===== src/rtl/hfps_pkg.sv =====
// ----------------------------------------------------------------------------
// hfps_pkg: shared types and constants for the half float to sRGB8 unit
// Threshold table for the sRGB curve, built at elaboration, plus lane widths.
// ----------------------------------------------------------------------------
package hfps_pkg;

  localparam int ENCODE_TABLE_BITS = 12;
  localparam int LIN_W     = ENCODE_TABLE_BITS + 1;
  localparam int THR_SHIFT = 32 - ENCODE_TABLE_BITS;

  localparam int CHAN_W    = 16;
  localparam int CODE_W    = 8;
  localparam int N_CODES   = 1 << CODE_W;
  localparam int MANT_W    = 11;
  localparam int WS_W      = 26;
  localparam int PROD_W    = MANT_W + WS_W;
  localparam int EXP_W     = 5;
  localparam int SHL_MAX   = 29;
  localparam int SUM_W     = PROD_W + SHL_MAX + 1;
  localparam int DROP      = 40 - ENCODE_TABLE_BITS;
  localparam int Q_W       = SUM_W - DROP;

  localparam int SEARCH_STEPS = CODE_W;
  localparam int NSTG         = 2 + SEARCH_STEPS;

  localparam int CFG_AW = 2;

  typedef enum logic [CFG_AW-1:0] {
    CFG_HDR_MODE    = 2'd0,
    CFG_SWAP_RB     = 2'd1,
    CFG_WHITE_SCALE = 2'd2
  } cfg_idx_t;

  localparam logic [WS_W-1:0] WHITE_SCALE_RST = WS_W'(65536);

  typedef logic [N_CODES-1:0][LIN_W-1:0] thr_tab_t;

  typedef struct packed {
    logic              hdr;
    logic              last;
    logic [CODE_W-1:0] red;
    logic [CODE_W-1:0] green;
    logic [CODE_W-1:0] blue;
  } sb_t;

  function automatic logic [63:0] pow5_q32(logic [63:0] y);
    logic [63:0] a;
    a = y;
    for (int i = 0; i < 4; i++) begin
      a = (a * y) >> 32;
    end
    return a;
  endfunction

  function automatic thr_tab_t build_thr();
    thr_tab_t    tab;
    logic [63:0] odd;
    logic [63:0] num;
    logic [63:0] x;
    logic [63:0] x2;
    logic [63:0] lo;
    logic [63:0] hi;
    logic [63:0] mid;
    logic [63:0] t;
    tab = '0;
    for (int k = 1; k < N_CODES; k++) begin
      odd = 64'(2 * k - 1);
      if (k <= 10) begin
        num = (odd * 64'd100) << 32;
        t   = (num + 64'd329460) / 64'd658920;
      end else begin
        num = odd * 64'd1000 + 64'd28050;
        x   = ((num << 32) + 64'd269025) / 64'd538050;
        x2  = (x * x + 64'h8000_0000) >> 32;
        lo  = 64'd0;
        hi  = 64'd1 << 32;
        for (int i = 0; i < 40; i++) begin
          if (hi - lo > 64'd1) begin
            mid = lo + ((hi - lo) >> 1);
            if (pow5_q32(mid) <= x2) lo = mid;
            else hi = mid;
          end
        end
        t = (x2 * lo + 64'h8000_0000) >> 32;
      end
      tab[k] = LIN_W'((t + (64'd1 << THR_SHIFT) - 64'd1) >> THR_SHIFT);
    end
    return tab;
  endfunction

  localparam thr_tab_t THR_TAB = build_thr();

endpackage


===== src/rtl/hfps_lane.sv =====
// ----------------------------------------------------------------------------
// hfps_lane: one channel of the HDR encoder
// Half decode and white scaling, rounding to linear fixed point, then an
// eight step pipelined binary search over the sRGB decision thresholds.
// ----------------------------------------------------------------------------
module hfps_lane
  import hfps_pkg::*;
(
  input  logic              clk,
  input  logic [NSTG-1:0]   en,
  input  logic [CHAN_W-1:0] chan,
  input  logic [WS_W-1:0]   white_scale,
  output logic [CODE_W-1:0] code
);

  localparam logic [Q_W-1:0] ONE_Q = Q_W'(1) << ENCODE_TABLE_BITS;

  // stage 0: decode and multiply
  logic [EXP_W-1:0]   exp_w;
  logic [MANT_W-1:0]  mant;
  logic [PROD_W-1:0]  prod_nxt;
  logic [PROD_W-1:0]  prod_r;
  logic [EXP_W-1:0]   shl_nxt;
  logic [EXP_W-1:0]   shl_r;
  logic               kill_nxt;
  logic               kill_r;

  assign exp_w    = chan[14:10];
  assign mant     = {(exp_w != '0), chan[9:0]};
  assign prod_nxt = PROD_W'(mant) * PROD_W'(white_scale);
  assign shl_nxt  = (exp_w == '0) ? '0 : exp_w - EXP_W'(1);
  assign kill_nxt = chan[15] | (exp_w == '1);

  always_ff @(posedge clk) begin
    if (en[0]) begin
      prod_r <= prod_nxt;
      shl_r  <= shl_nxt;
      kill_r <= kill_nxt;
    end
  end

  // stage 1: align, round half up, saturate to 1.0; negative, Inf and NaN give zero
  logic [SUM_W-1:0] shifted;
  logic [SUM_W-1:0] rounded;
  logic [Q_W-1:0]   q;
  logic [LIN_W-1:0] lin_nxt;
  logic [LIN_W-1:0] lin_r;

  assign shifted = SUM_W'(prod_r) << shl_r;
  assign rounded = shifted + (SUM_W'(1) << (DROP - 1));
  assign q       = rounded[SUM_W-1:DROP];

  always_comb begin
    if (kill_r) begin
      lin_nxt = '0;
    end else if (q > ONE_Q) begin
      lin_nxt = LIN_W'(ONE_Q);
    end else begin
      lin_nxt = LIN_W'(q);
    end
  end

  always_ff @(posedge clk) begin
    if (en[1]) begin
      lin_r <= lin_nxt;
    end
  end

  // stages 2..: binary search, one code bit per stage
  logic [CODE_W-1:0] cur_r   [SEARCH_STEPS];
  logic [LIN_W-1:0]  lin_s_r [SEARCH_STEPS-1];

  for (genvar j = 0; j < SEARCH_STEPS; j++) begin : g_step
    localparam logic [CODE_W-1:0] STEP_BIT = CODE_W'(1) << (SEARCH_STEPS - 1 - j);
    logic [LIN_W-1:0]  lin_in;
    logic [CODE_W-1:0] cur_in;
    logic [CODE_W-1:0] cand;
    logic [CODE_W-1:0] cur_nxt;

    if (j == 0) begin : g_first
      assign lin_in = lin_r;
      assign cur_in = '0;
    end else begin : g_next
      assign lin_in = lin_s_r[j-1];
      assign cur_in = cur_r[j-1];
    end

    assign cand    = cur_in | STEP_BIT;
    assign cur_nxt = (lin_in >= THR_TAB[cand]) ? cand : cur_in;

    always_ff @(posedge clk) begin
      if (en[2+j]) begin
        cur_r[j] <= cur_nxt;
      end
    end

    if (j < SEARCH_STEPS - 1) begin : g_carry
      always_ff @(posedge clk) begin
        if (en[2+j]) begin
          lin_s_r[j] <= lin_in;
        end
      end
    end
  end

  assign code = cur_r[SEARCH_STEPS-1];

endmodule


===== src/rtl/half_float_pixel_to_srgb8_unit.sv =====
// ----------------------------------------------------------------------------
// half_float_pixel_to_srgb8_unit: pixel stream to 8-bit sRGB
// Three encoder lanes in HDR mode, byte pass-through with optional red/blue
// swap in SDR mode; merged into a registered output beat.
// ----------------------------------------------------------------------------
// Throughput: one pixel per clock unless out_tready stalls the output; the
//   ten-stage lane pipeline and the output register collapse bubbles, so a
//   stall holds only full stages.
// Reset: hdr_mode = 0, swap_red_blue = 0, white_scale = 1.0, pipeline empty.
//   Threshold table is a constant, no fill pass after reset.
module half_float_pixel_to_srgb8_unit
  import hfps_pkg::*;
(
  input  logic              clk,
  input  logic              rst_n,

  input  logic              cfg_wen,
  input  logic [CFG_AW-1:0] cfg_addr,
  input  logic [WS_W-1:0]   cfg_wdata,

  input  logic              in_tvalid,
  output logic              in_tready,
  input  logic [47:0]       in_tdata,   // chan0 [15:0], chan1 [31:16], chan2 [47:32]
  input  logic              in_tlast,

  output logic              out_tvalid,
  input  logic              out_tready,
  output logic [23:0]       out_tdata,  // red [7:0], green [15:8], blue [23:16]
  output logic              out_tlast
);

  // config registers
  logic            hdr_mode_r;
  logic            swap_rb_r;
  logic [WS_W-1:0] white_scale_r;

  always_ff @(posedge clk) begin
    if (!rst_n) begin
      hdr_mode_r    <= 1'b0;
      swap_rb_r     <= 1'b0;
      white_scale_r <= WHITE_SCALE_RST;
    end else if (cfg_wen) begin
      unique case (cfg_addr)
        CFG_HDR_MODE:    hdr_mode_r    <= cfg_wdata[0];
        CFG_SWAP_RB:     swap_rb_r     <= cfg_wdata[0];
        CFG_WHITE_SCALE: white_scale_r <= cfg_wdata;
        default: ;
      endcase
    end
  end

  // stage enables
  logic [NSTG-1:0] vld_r;
  logic [NSTG-1:0] en;
  logic            out_en;
  logic            in_fire;

  assign out_en = !out_tvalid || out_tready;

  always_comb begin
    en[NSTG-1] = !vld_r[NSTG-1] || out_en;
    for (int i = NSTG - 2; i >= 0; i--) begin
      en[i] = !vld_r[i] || en[i+1];
    end
  end

  assign in_tready = en[0];
  assign in_fire   = in_tvalid && in_tready;

  always_ff @(posedge clk) begin
    if (!rst_n) begin
      vld_r <= '0;
    end else begin
      if (en[0]) vld_r[0] <= in_fire;
      for (int i = 1; i < NSTG; i++) begin
        if (en[i]) vld_r[i] <= vld_r[i-1];
      end
    end
  end

  // sideband: mode, tlast and SDR bytes
  logic [CHAN_W-1:0] chan0;
  logic [CHAN_W-1:0] chan1;
  logic [CHAN_W-1:0] chan2;
  sb_t               sb_nxt;
  sb_t               sb_r [NSTG];

  assign chan0 = in_tdata[15:0];
  assign chan1 = in_tdata[31:16];
  assign chan2 = in_tdata[47:32];

  always_comb begin
    sb_nxt.hdr   = hdr_mode_r;
    sb_nxt.last  = in_tlast;
    sb_nxt.red   = swap_rb_r ? chan2[7:0] : chan0[7:0];
    sb_nxt.green = chan1[7:0];
    sb_nxt.blue  = swap_rb_r ? chan0[7:0] : chan2[7:0];
  end

  always_ff @(posedge clk) begin
    if (en[0]) sb_r[0] <= sb_nxt;
    for (int i = 1; i < NSTG; i++) begin
      if (en[i]) sb_r[i] <= sb_r[i-1];
    end
  end

  // encoder lanes
  logic [CODE_W-1:0] code0;
  logic [CODE_W-1:0] code1;
  logic [CODE_W-1:0] code2;

  hfps_lane u_lane0 (
    .clk         (clk),
    .en          (en),
    .chan        (chan0),
    .white_scale (white_scale_r),
    .code        (code0)
  );

  hfps_lane u_lane1 (
    .clk         (clk),
    .en          (en),
    .chan        (chan1),
    .white_scale (white_scale_r),
    .code        (code1)
  );

  hfps_lane u_lane2 (
    .clk         (clk),
    .en          (en),
    .chan        (chan2),
    .white_scale (white_scale_r),
    .code        (code2)
  );

  // merge and output register
  sb_t         last_sb;
  logic [23:0] data_nxt;
  logic        out_tvalid_r;
  logic [23:0] out_tdata_r;
  logic        out_tlast_r;

  assign last_sb  = sb_r[NSTG-1];
  assign data_nxt = last_sb.hdr ? {code2, code1, code0}
                                : {last_sb.blue, last_sb.green, last_sb.red};

  always_ff @(posedge clk) begin
    if (!rst_n) begin
      out_tvalid_r <= 1'b0;
    end else if (out_en) begin
      out_tvalid_r <= vld_r[NSTG-1];
    end
  end

  always_ff @(posedge clk) begin
    if (out_en) begin
      out_tdata_r <= data_nxt;
      out_tlast_r <= last_sb.last;
    end
  end

  assign out_tvalid = out_tvalid_r;
  assign out_tdata  = out_tdata_r;
  assign out_tlast  = out_tlast_r;

  // checks
  a_stall_only_full: assert property (@(posedge clk) disable iff (!rst_n)
    !in_tready |-> ((&vld_r) && out_tvalid))
    else $error("input stalled with a free pipeline stage");

  a_first_stage_src: assert property (@(posedge clk) disable iff (!rst_n)
    $rose(vld_r[0]) |-> $past(in_tvalid && in_tready))
    else $error("first stage filled without an input beat");

  a_out_src: assert property (@(posedge clk) disable iff (!rst_n)
    $rose(out_tvalid) |-> $past(vld_r[NSTG-1]))
    else $error("output beat without a pipeline item");

endmodule

===== config.mk =====
export PLATFORM = sky130hd
export DESIGN_NAME = half_float_pixel_to_srgb8_unit
export DESIGN_NICKNAME = d
export VERILOG_FILES = /design/src/rtl/hfps_pkg.sv /design/src/rtl/hfps_lane.sv /design/src/rtl/half_float_pixel_to_srgb8_unit.sv
export SDC_FILE = /design/constraint.sdc
export NUM_CORES = 2
export LEC_CHECK = 0
export ABC_AREA = 1
export BUFFER_PORTS_ARGS = -buffer_cell sky130_fd_sc_hd__buf_2
export CORE_MARGIN = 3
export CORE_UTILIZATION = 60
export CTS_BUF_LIST = sky130_fd_sc_hd__clkbuf_4 sky130_fd_sc_hd__clkbuf_8
export CTS_CLUSTER_DIAMETER = 60
export DETAILED_ROUTE_END_ITERATION = 16
export PLACE_DENSITY = 0.8
export SLEW_MARGIN = 20
export SYNTH_ARGS = -nofsm -noshare
export SYNTH_HDL_FRONTEND = slang
export SYNTH_SLANG_ARGS = --single-unit

===== constraint.sdc =====
create_clock -name clk -period 26.8 [get_ports clk]
set_input_delay 5.36 -clock clk [delete_from_list [all_inputs] [get_ports clk]]
set_output_delay 5.36 -clock clk [all_outputs]
set_load 0.02 [all_outputs]

After elaboration in Yosys (flattened, before gate mapping)
Memory sizes are Yosys's and may differ from the RTL's.
Index checks and enable logic that the tools add are counted.
{"block": "totals", "ram_bits": 725, "rom_bits": 34944, "latchBits": 0, "word_cells": 234, "mem_count": 28, "inputBits": 82, "register_bits": 232}
{"name": "(name not given)", "depth": 128, "width": 13, "read_ports": 1, "rd_clocked_by_memory_dff": 0, "write_ports": 0, "line_no": "hfps_lane.sv:89", "text": "assign cur_nxt = (lin_in >= THR_TAB[cand]) ? cand : cur_in;"}
{"name": "(name not given)", "depth": 128, "width": 13, "read_ports": 1, "rd_clocked_by_memory_dff": 0, "write_ports": 0, "line_no": "hfps_lane.sv:89"}
{"name": "(name not given)", "depth": 128, "width": 13, "read_ports": 1, "rd_clocked_by_memory_dff": 0, "write_ports": 0, "line_no": "hfps_lane.sv:89"}
{"name": "(name not given)", "depth": 128, "width": 13, "read_ports": 1, "rd_clocked_by_memory_dff": 0, "write_ports": 0, "line_no": "hfps_lane.sv:89"}
{"name": "(name not given)", "depth": 128, "width": 13, "read_ports": 1, "rd_clocked_by_memory_dff": 0, "write_ports": 0, "line_no": "hfps_lane.sv:89"}
{"name": "(name not given)", "depth": 128, "width": 13, "read_ports": 1, "rd_clocked_by_memory_dff": 0, "write_ports": 0, "line_no": "hfps_lane.sv:89"}
{"name": "22 more memories"}
{"block": "op_classes", "n_reduce_logical": 36, "shifts": 3, "div_mod_pow": 0, "n_mul": 3, "n_eq_ne": 5, "n_addsub": 6, "bitwise_logic": 3, "order_cmp": 48, "mux": 71}
{"operator": "2-to-1 mux 13 bit", "n": 24}
{"operator": "greater-or-equal comparator 13 bit", "n": 21}
{"operator": "adder 67 x 28 -> 67 bit (second input constant)", "n": 3}
{"operator": "left shift 37 x 5 -> 67 bit", "n": 3}
{"operator": "< comparator 8 x 9 -> 1 bit (second input constant)", "n": 21}
{"operator": "greater-than comparator 39 x 13 -> 1 bit (second input constant)", "n": 3}
{"operator": "multiplier 11 x 26 -> 37 bit", "n": 3}
{"operator": "2-to-1 mux 8 bit", "n": 5}
{"operator": "greater-or-equal comparator 13 x 10 -> 1 bit (second input constant)", "n": 3}
{"operator": "2-to-1 mux 24 bit", "n": 1}
{"operator": "2-to-1 mux 1 bit", "n": 23}
{"operator": "2-to-1 mux 7 bit", "n": 3}
{"operator": "2-to-1 mux 6 bit", "n": 3}
{"operator": "== test 5 bit (second input constant)", "n": 3}
{"operator": "zero test 5 bit", "n": 3}
{"operator": "2-to-1 mux 5 bit", "n": 3}
{"operator": "nonzero test 5 bit", "n": 3}
{"operator": "subtractor 5 x 1 -> 5 bit (second input constant)", "n": 3}
{"operator": "2-to-1 mux 4 bit", "n": 3}
{"operator": "zero test 1 bit", "n": 11}
{"operator": "logical OR 1 bit", "n": 11}
{"operator": "2-to-1 mux 3 bit", "n": 3}
{"operator": "2-to-1 mux 2 bit", "n": 3}
{"operator": "AND reduction 2 bit", "n": 3}
{"operator": "other kinds (6)", "n": 10}

Longest topological paths before layout
{"block": "depth", "ltp_word": 14, "ltp_mapped": 29}

By module
Synthesis repeated with hierarchy kept, for this count alone.
{"block": "hier_totals", "cells_unflattened": 10097, "area_unflattened_um2": 82954.6}
{"mod": "hfps_lane (u_lane2)", "area_each_um2": 24337.1, "instances": 1, "cells_per_inst": 3223}
{"mod": "hfps_lane (u_lane1)", "area_each_um2": 24150.7, "instances": 1, "cells_per_inst": 3166}
{"mod": "hfps_lane (u_lane0)", "area_each_um2": 23989.3, "instances": 1, "cells_per_inst": 3180}
{"mod": "half_float_pixel_to_srgb8_unit", "area_each_um2": 10477.5, "instances": 1, "cells_per_inst": 528}

Worst setup path before layout
OpenSTA, ideal clock, no wires.
{"block": "synth_timing", "path_kind": "input to output", "from": "input port out_tready", "to": "output port in_tready", "arrival_ps": 22399, "path_stages": 20, "setup_slack_ps": -959, "path_cell_list": "nor2_1 inv_1 nor2_1 inv_1 nor2_1 inv_1 nor2_1 inv_1 nor2_1 inv_1 nor2_1 inv_1 nor2_1 inv_1 nor2_1 inv_1 nor2_1 inv_1 nor2_1 nand2_1"}
{"block": "synth_via", "elab_chain_len": 11}
{"item": "start: declaration", "line_no": "half_float_pixel_to_srgb8_unit.sv:27", "text": "input logic out_tready,"}
{"item": "logical OR 1 bit", "line_no": "half_float_pixel_to_srgb8_unit.sv:58", "text": "assign out_en = !out_tvalid || out_tready;"}
{"item": "net out_en", "line_no": "half_float_pixel_to_srgb8_unit.sv:55", "text": "logic out_en;"}
{"item": "logical OR 1 bit", "line_no": "half_float_pixel_to_srgb8_unit.sv:61", "text": "en[NSTG-1] = !vld_r[NSTG-1] || out_en;"}
{"item": "net en[9]", "line_no": "half_float_pixel_to_srgb8_unit.sv:54", "text": "logic [NSTG-1:0] en;"}
{"item": "logical OR 1 bit", "line_no": "half_float_pixel_to_srgb8_unit.sv:63", "text": "en[i] = !vld_r[i] || en[i+1];"}
{"item": "net en[8]", "line_no": "half_float_pixel_to_srgb8_unit.sv:54"}
{"item": "logical OR 1 bit", "line_no": "half_float_pixel_to_srgb8_unit.sv:63"}
{"item": "net en[7]", "line_no": "half_float_pixel_to_srgb8_unit.sv:54"}
{"item": "[1 not listed]"}
{"item": "net en[6]", "line_no": "half_float_pixel_to_srgb8_unit.sv:54"}
{"item": "[1 not listed]"}
{"item": "net en[5]", "line_no": "half_float_pixel_to_srgb8_unit.sv:54"}
{"item": "logical OR 1 bit", "line_no": "half_float_pixel_to_srgb8_unit.sv:63"}
{"item": "net en[4]", "line_no": "half_float_pixel_to_srgb8_unit.sv:54"}
{"item": "logical OR 1 bit", "line_no": "half_float_pixel_to_srgb8_unit.sv:63"}
{"item": "net en[3]", "line_no": "half_float_pixel_to_srgb8_unit.sv:54"}
{"item": "logical OR 1 bit", "line_no": "half_float_pixel_to_srgb8_unit.sv:63"}
{"item": "net en[2]", "line_no": "half_float_pixel_to_srgb8_unit.sv:54"}
{"item": "logical OR 1 bit (2 in series)", "line_no": "half_float_pixel_to_srgb8_unit.sv:63"}
{"item": "end: declaration", "line_no": "half_float_pixel_to_srgb8_unit.sv:22", "text": "output logic in_tready,"}
The timed path passes the listed nets, and every way through them passes these cells.

Final worst setup path
Ends and elaborated chain as after synthesis.

==> out/metrics.csv <==
metric,value,unit
outcome,"complete, no violations",
Starting Density,60.5,%
Rows,134,
GRT Total Usage,31.8,%
Int Power,2.90,mW
Setup CP Type,primary input to primary output,
Fin. Hold Viols,0,
Post-Syn Nets,11000,
core area,0.134,mm2
Mean Syn Cell Area,8.29,um2
PortBufs,108,
clock skew,92.0,ps
TritonCTS clock tree,done,
Synth Cell Area,0.0808,mm2
global route hottest layer,met2,
cell count after synthesis,9755,
setup TNS,0,ps
headroom to the max-slew limit,30.9,%
CTS Hold Bufs,0,
Worst-Margin Slew,1040,ps
Crit-path slowest cell,nand2_8,
reg-to-reg setup timing slack,19530,ps
htree depth,4,
vias,68100,
worst path cell trace,buf_2 > nor2_1 > inv_1 > nor2_1 > inv_2 > buf_4 > nor2_1 > clkinv_2 > nor2_1 > clkinv_2 > nor2_1 > inv_2 > nor2_1 > inv_2 > nor2_1 > inv_2 > nor2_1 > inv_2 > nor2_1 > inv_2 > nor2_1 > nand2_8 > buf_2,
Cell variety after synth,80,
Yosys top cell area share,31.0,%
gpl congestion,0.980,
"EDFF count, synth",834,
CP max stage delay,510,ps
vias in the first global route,67700,
worst setup path startpoint,out_tready,
Power per Cell Area,55.4,mW/mm2
Final #Nets,10900,
Via density,5.88,
post-CTS setup buffer count,0,
"top cells by area, synth","edfxtp_1 31%, fa_1 16%, nand2_1 11%",
drt total wl,222000,um
crit-path leading delay family,simple AND/OR/NAND/NOR gates,
largest net degree at the start of global routing,84,
clk slew on worst S/H paths,60,ps
final slew viol count,0,
worst-skew pair later-pin latency,880,ps
FMAX,0.0621,GHz
worst hold-check path type,flip-flop to flip-flop,
Sw Ratio,38.8,%
Clock Path Buffers,3,
"Primary FF master, synth",edfxtp_1,
post-DR wirelength/cell,19.2,um
met2 usage,53.0,%
Critical Path End Type,primary output,
switching power,1.84,mW
Buf/Inv on CP,12,
"Seq/Total Area, Yosys",31.9,%
"Core Util, Final",64.1,%
Worst EP required,21440,ps
"Worst Setup Slack, final",10690,ps
clock share of power,26.7,%
startpoint types,primary input,
placed insts,11300,
Synth Warn #,0,
Final setup viols,0,
Final Non-Filler Cells,11600,
Flop pwr share,36.6,%
Logic pwr share,36.8,%
CP Max Fanout,83,
Root Buffer,clkbuf_8,
maximum VDD drop,0.0000487,V
Die Ht,373,um
Die W,373,um
antenna violations before repair,30,
Num CTS Buffers,151,
CP Depth,23,
DRT Pass-1 Iters,6,
RSZ-0062 raised after global routing,no,
"Period Utilization, post-route",60.1,%
"count leader, synth",nand2_1,
worst reg2reg path depth,24,
initial detailed-routing violation count,7328,
layout cells sized above 1,7.59,%
reg-to-reg critical path startpoint,white_scale_r[7],
Leak,41.4,nW
met1 Track Usage GR,40.4,%
# IOs,109,
total grt overflow,0,
GRT met3 Usage,5.03,%
CP most frequent cell,nor2_1,
worst setup path end,in_tready,
# DRC,0,
post_cts resized,0,
Worst EP arrival,10750,ps
Commonest cells post-synth,"2272 x nand2_1, 1578 x inv_1, 852 x nand3_1",
global-route wire length before repair,355000,um
async set-reset flop share out of synthesis,0,%
Setup Slack @ Placement,10590,ps
P&R area growth vs syn,5.90,%
#FFs+latches synth,873,
dominant cell type by area after synthesis,edfxtp_1,
Final ANT Viol Nets,0,
hpwl dp,172000,um
r2r endpoint,u_lane1.prod_r[33],
clock sink count,873,
die footprint,0.139,mm2
max cap viols,0,
final worst path period need,16110,ps
==> flip-flops by register name (all words and copies together) (netlist names), 5 cells and up <==
| name | cells |
|---|---|
| u_lane2.lin_s_r | 91 |
| u_lane0.cur_r | 36 |
| u_lane1.cur_r | 36 |
| u_lane0.shl_r | 5 |
| u_lane2.cur_r | 36 |
| u_lane0.prod_r | 37 |
| out_tdata | 24 |
| u_lane1.g_step.lin_in | 13 |
| u_lane1.lin_s_r | 91 |
| u_lane2.shl_r | 5 |
| u_lane1.prod_r | 37 |
| u_lane0.lin_s_r | 91 |
| u_lane1.shl_r | 5 |
| sb_r | 260 |
| white_scale_r | 26 |
| vld_r | 10 |
| u_lane2.g_step.lin_in | 13 |
| u_lane0.g_step.lin_in | 13 |
| u_lane2.prod_r | 37 |
==> stage by stage <==
step / cell area, um2 / power, mW / hold WS, ps
after global routing: 85600 / 5.06 / 384
after CTS: 85500 / 4.75 / 392
after floorplan: 80800 / 3.00 / 400
after global placement: 82300 / 3.43 / 401
final: 85600 / 4.74 / 395
after detailed placement: 82300 / 3.46 / 405
==> how the worst min path moves through the flow <==
stage | end | depth (start not counted) | start
after CTS | sb_r[8][16] | 0 | sb_r[7][16]
after floorplan | out_tlast | 0 | sb_r[9][24]
after global routing | sb_r[2][16] | 0 | sb_r[1][16]
after detailed placement | sb_r[1][24] | 0 | sb_r[0][24]
final | sb_r[2][16] | 0 | sb_r[1][16]
after global placement | sb_r[2][15] | 0 | sb_r[1][15]
==> worst reg2reg max path: cells and delay by family, from the launching register on <==
| kind | cells | cell delay (ps) |
|---|---|---|
| AOI/OAI and AO/OA | 7 | 1910 |
| adders and majority gates | 6 | 2920 |
| buffers and inverters | 6 | 630 |
| DFF | 1 | 940 |
| and+or+nand+nor | 5 | 570 |
==> final cells by class <==
type	instances	area, um2
fillers	11200	48000
multi-input cells	6842	47100
flip-flops and latches	873	25800
inverters	1617	6080
clock buffers	199	2460
well taps	1768	2210
repair buffers	184	1120
clock inverters	78	773
diodes	24	60.1
==> cells by family after synthesis <==
group | synth area share (%)
AOI/OAI and AO/OA | 8.71
xor gates and xnor gates | 1.67
adders and majority gates | 24.5
buffers and inverters | 9.84
DFF | 31.9
muxes | 0.347
and+or+nand+nor | 23.0
==> power by group through the flow <==
stage / Combinational, mW / Clock [mW] / Sequential, mW
after global routing: 1.95 / 1.36 / 1.75
after detailed placement: 1.71 / 0 / 1.76
final: 1.74 / 1.27 / 1.73
after CTS: 1.72 / 1.30 / 1.73
after floorplan: 1.28 / 0 / 1.72
after global placement: 1.68 / 0 / 1.76
==> placed cells by master (no fill, tap or decap), drive strengths merged, types with 13 or more instances in the layout <==
master | netlist | layout
nand2 | 2348 | 2348
inv | 1600 | 1610
nand3 | 889 | 889
edfxtp | 834 | 834
nor2 | 823 | 823
fa | 645 | 645
ha | 552 | 552
o21ai | 410 | 410
a21oi | 381 | 381
clkbuf | 299 | 199
buf | 124 | 184
xor2 | 104 | 104
nor3 | 89 | 89
clkinv | 17 | 75
a31oi | 59 | 59
nand4 | 58 | 58
xnor2 | 50 | 50
o211ai | 44 | 44
dfxtp | 39 | 39
a211oi | 30 | 30
o22ai | 29 | 29
diode | 0 | 24
mux2 | 24 | 24
a221oi | 24 | 24
o21bai | 23 | 23
o311ai | 21 | 21
a21boi | 21 | 21
nor4 | 19 | 19
or2 | 19 | 19
o31ai | 18 | 18
nand3b | 18 | 18
o221ai | 16 | 16
a21o | 15 | 15
a32oi | 13 | 13
==> layer usage <==
| layer | vias up | part of all wire (%) |
|---|---|---|
| met5 | - | 0.016 |
| met4 | 6 | 5.4 |
| met3 | 753 | 8.3 |
| met2 | 3207 | 48 |
| met1 | 32600 | 39 |
| li1 | 31600 | - |
Power figures use the tool's default switching activity.
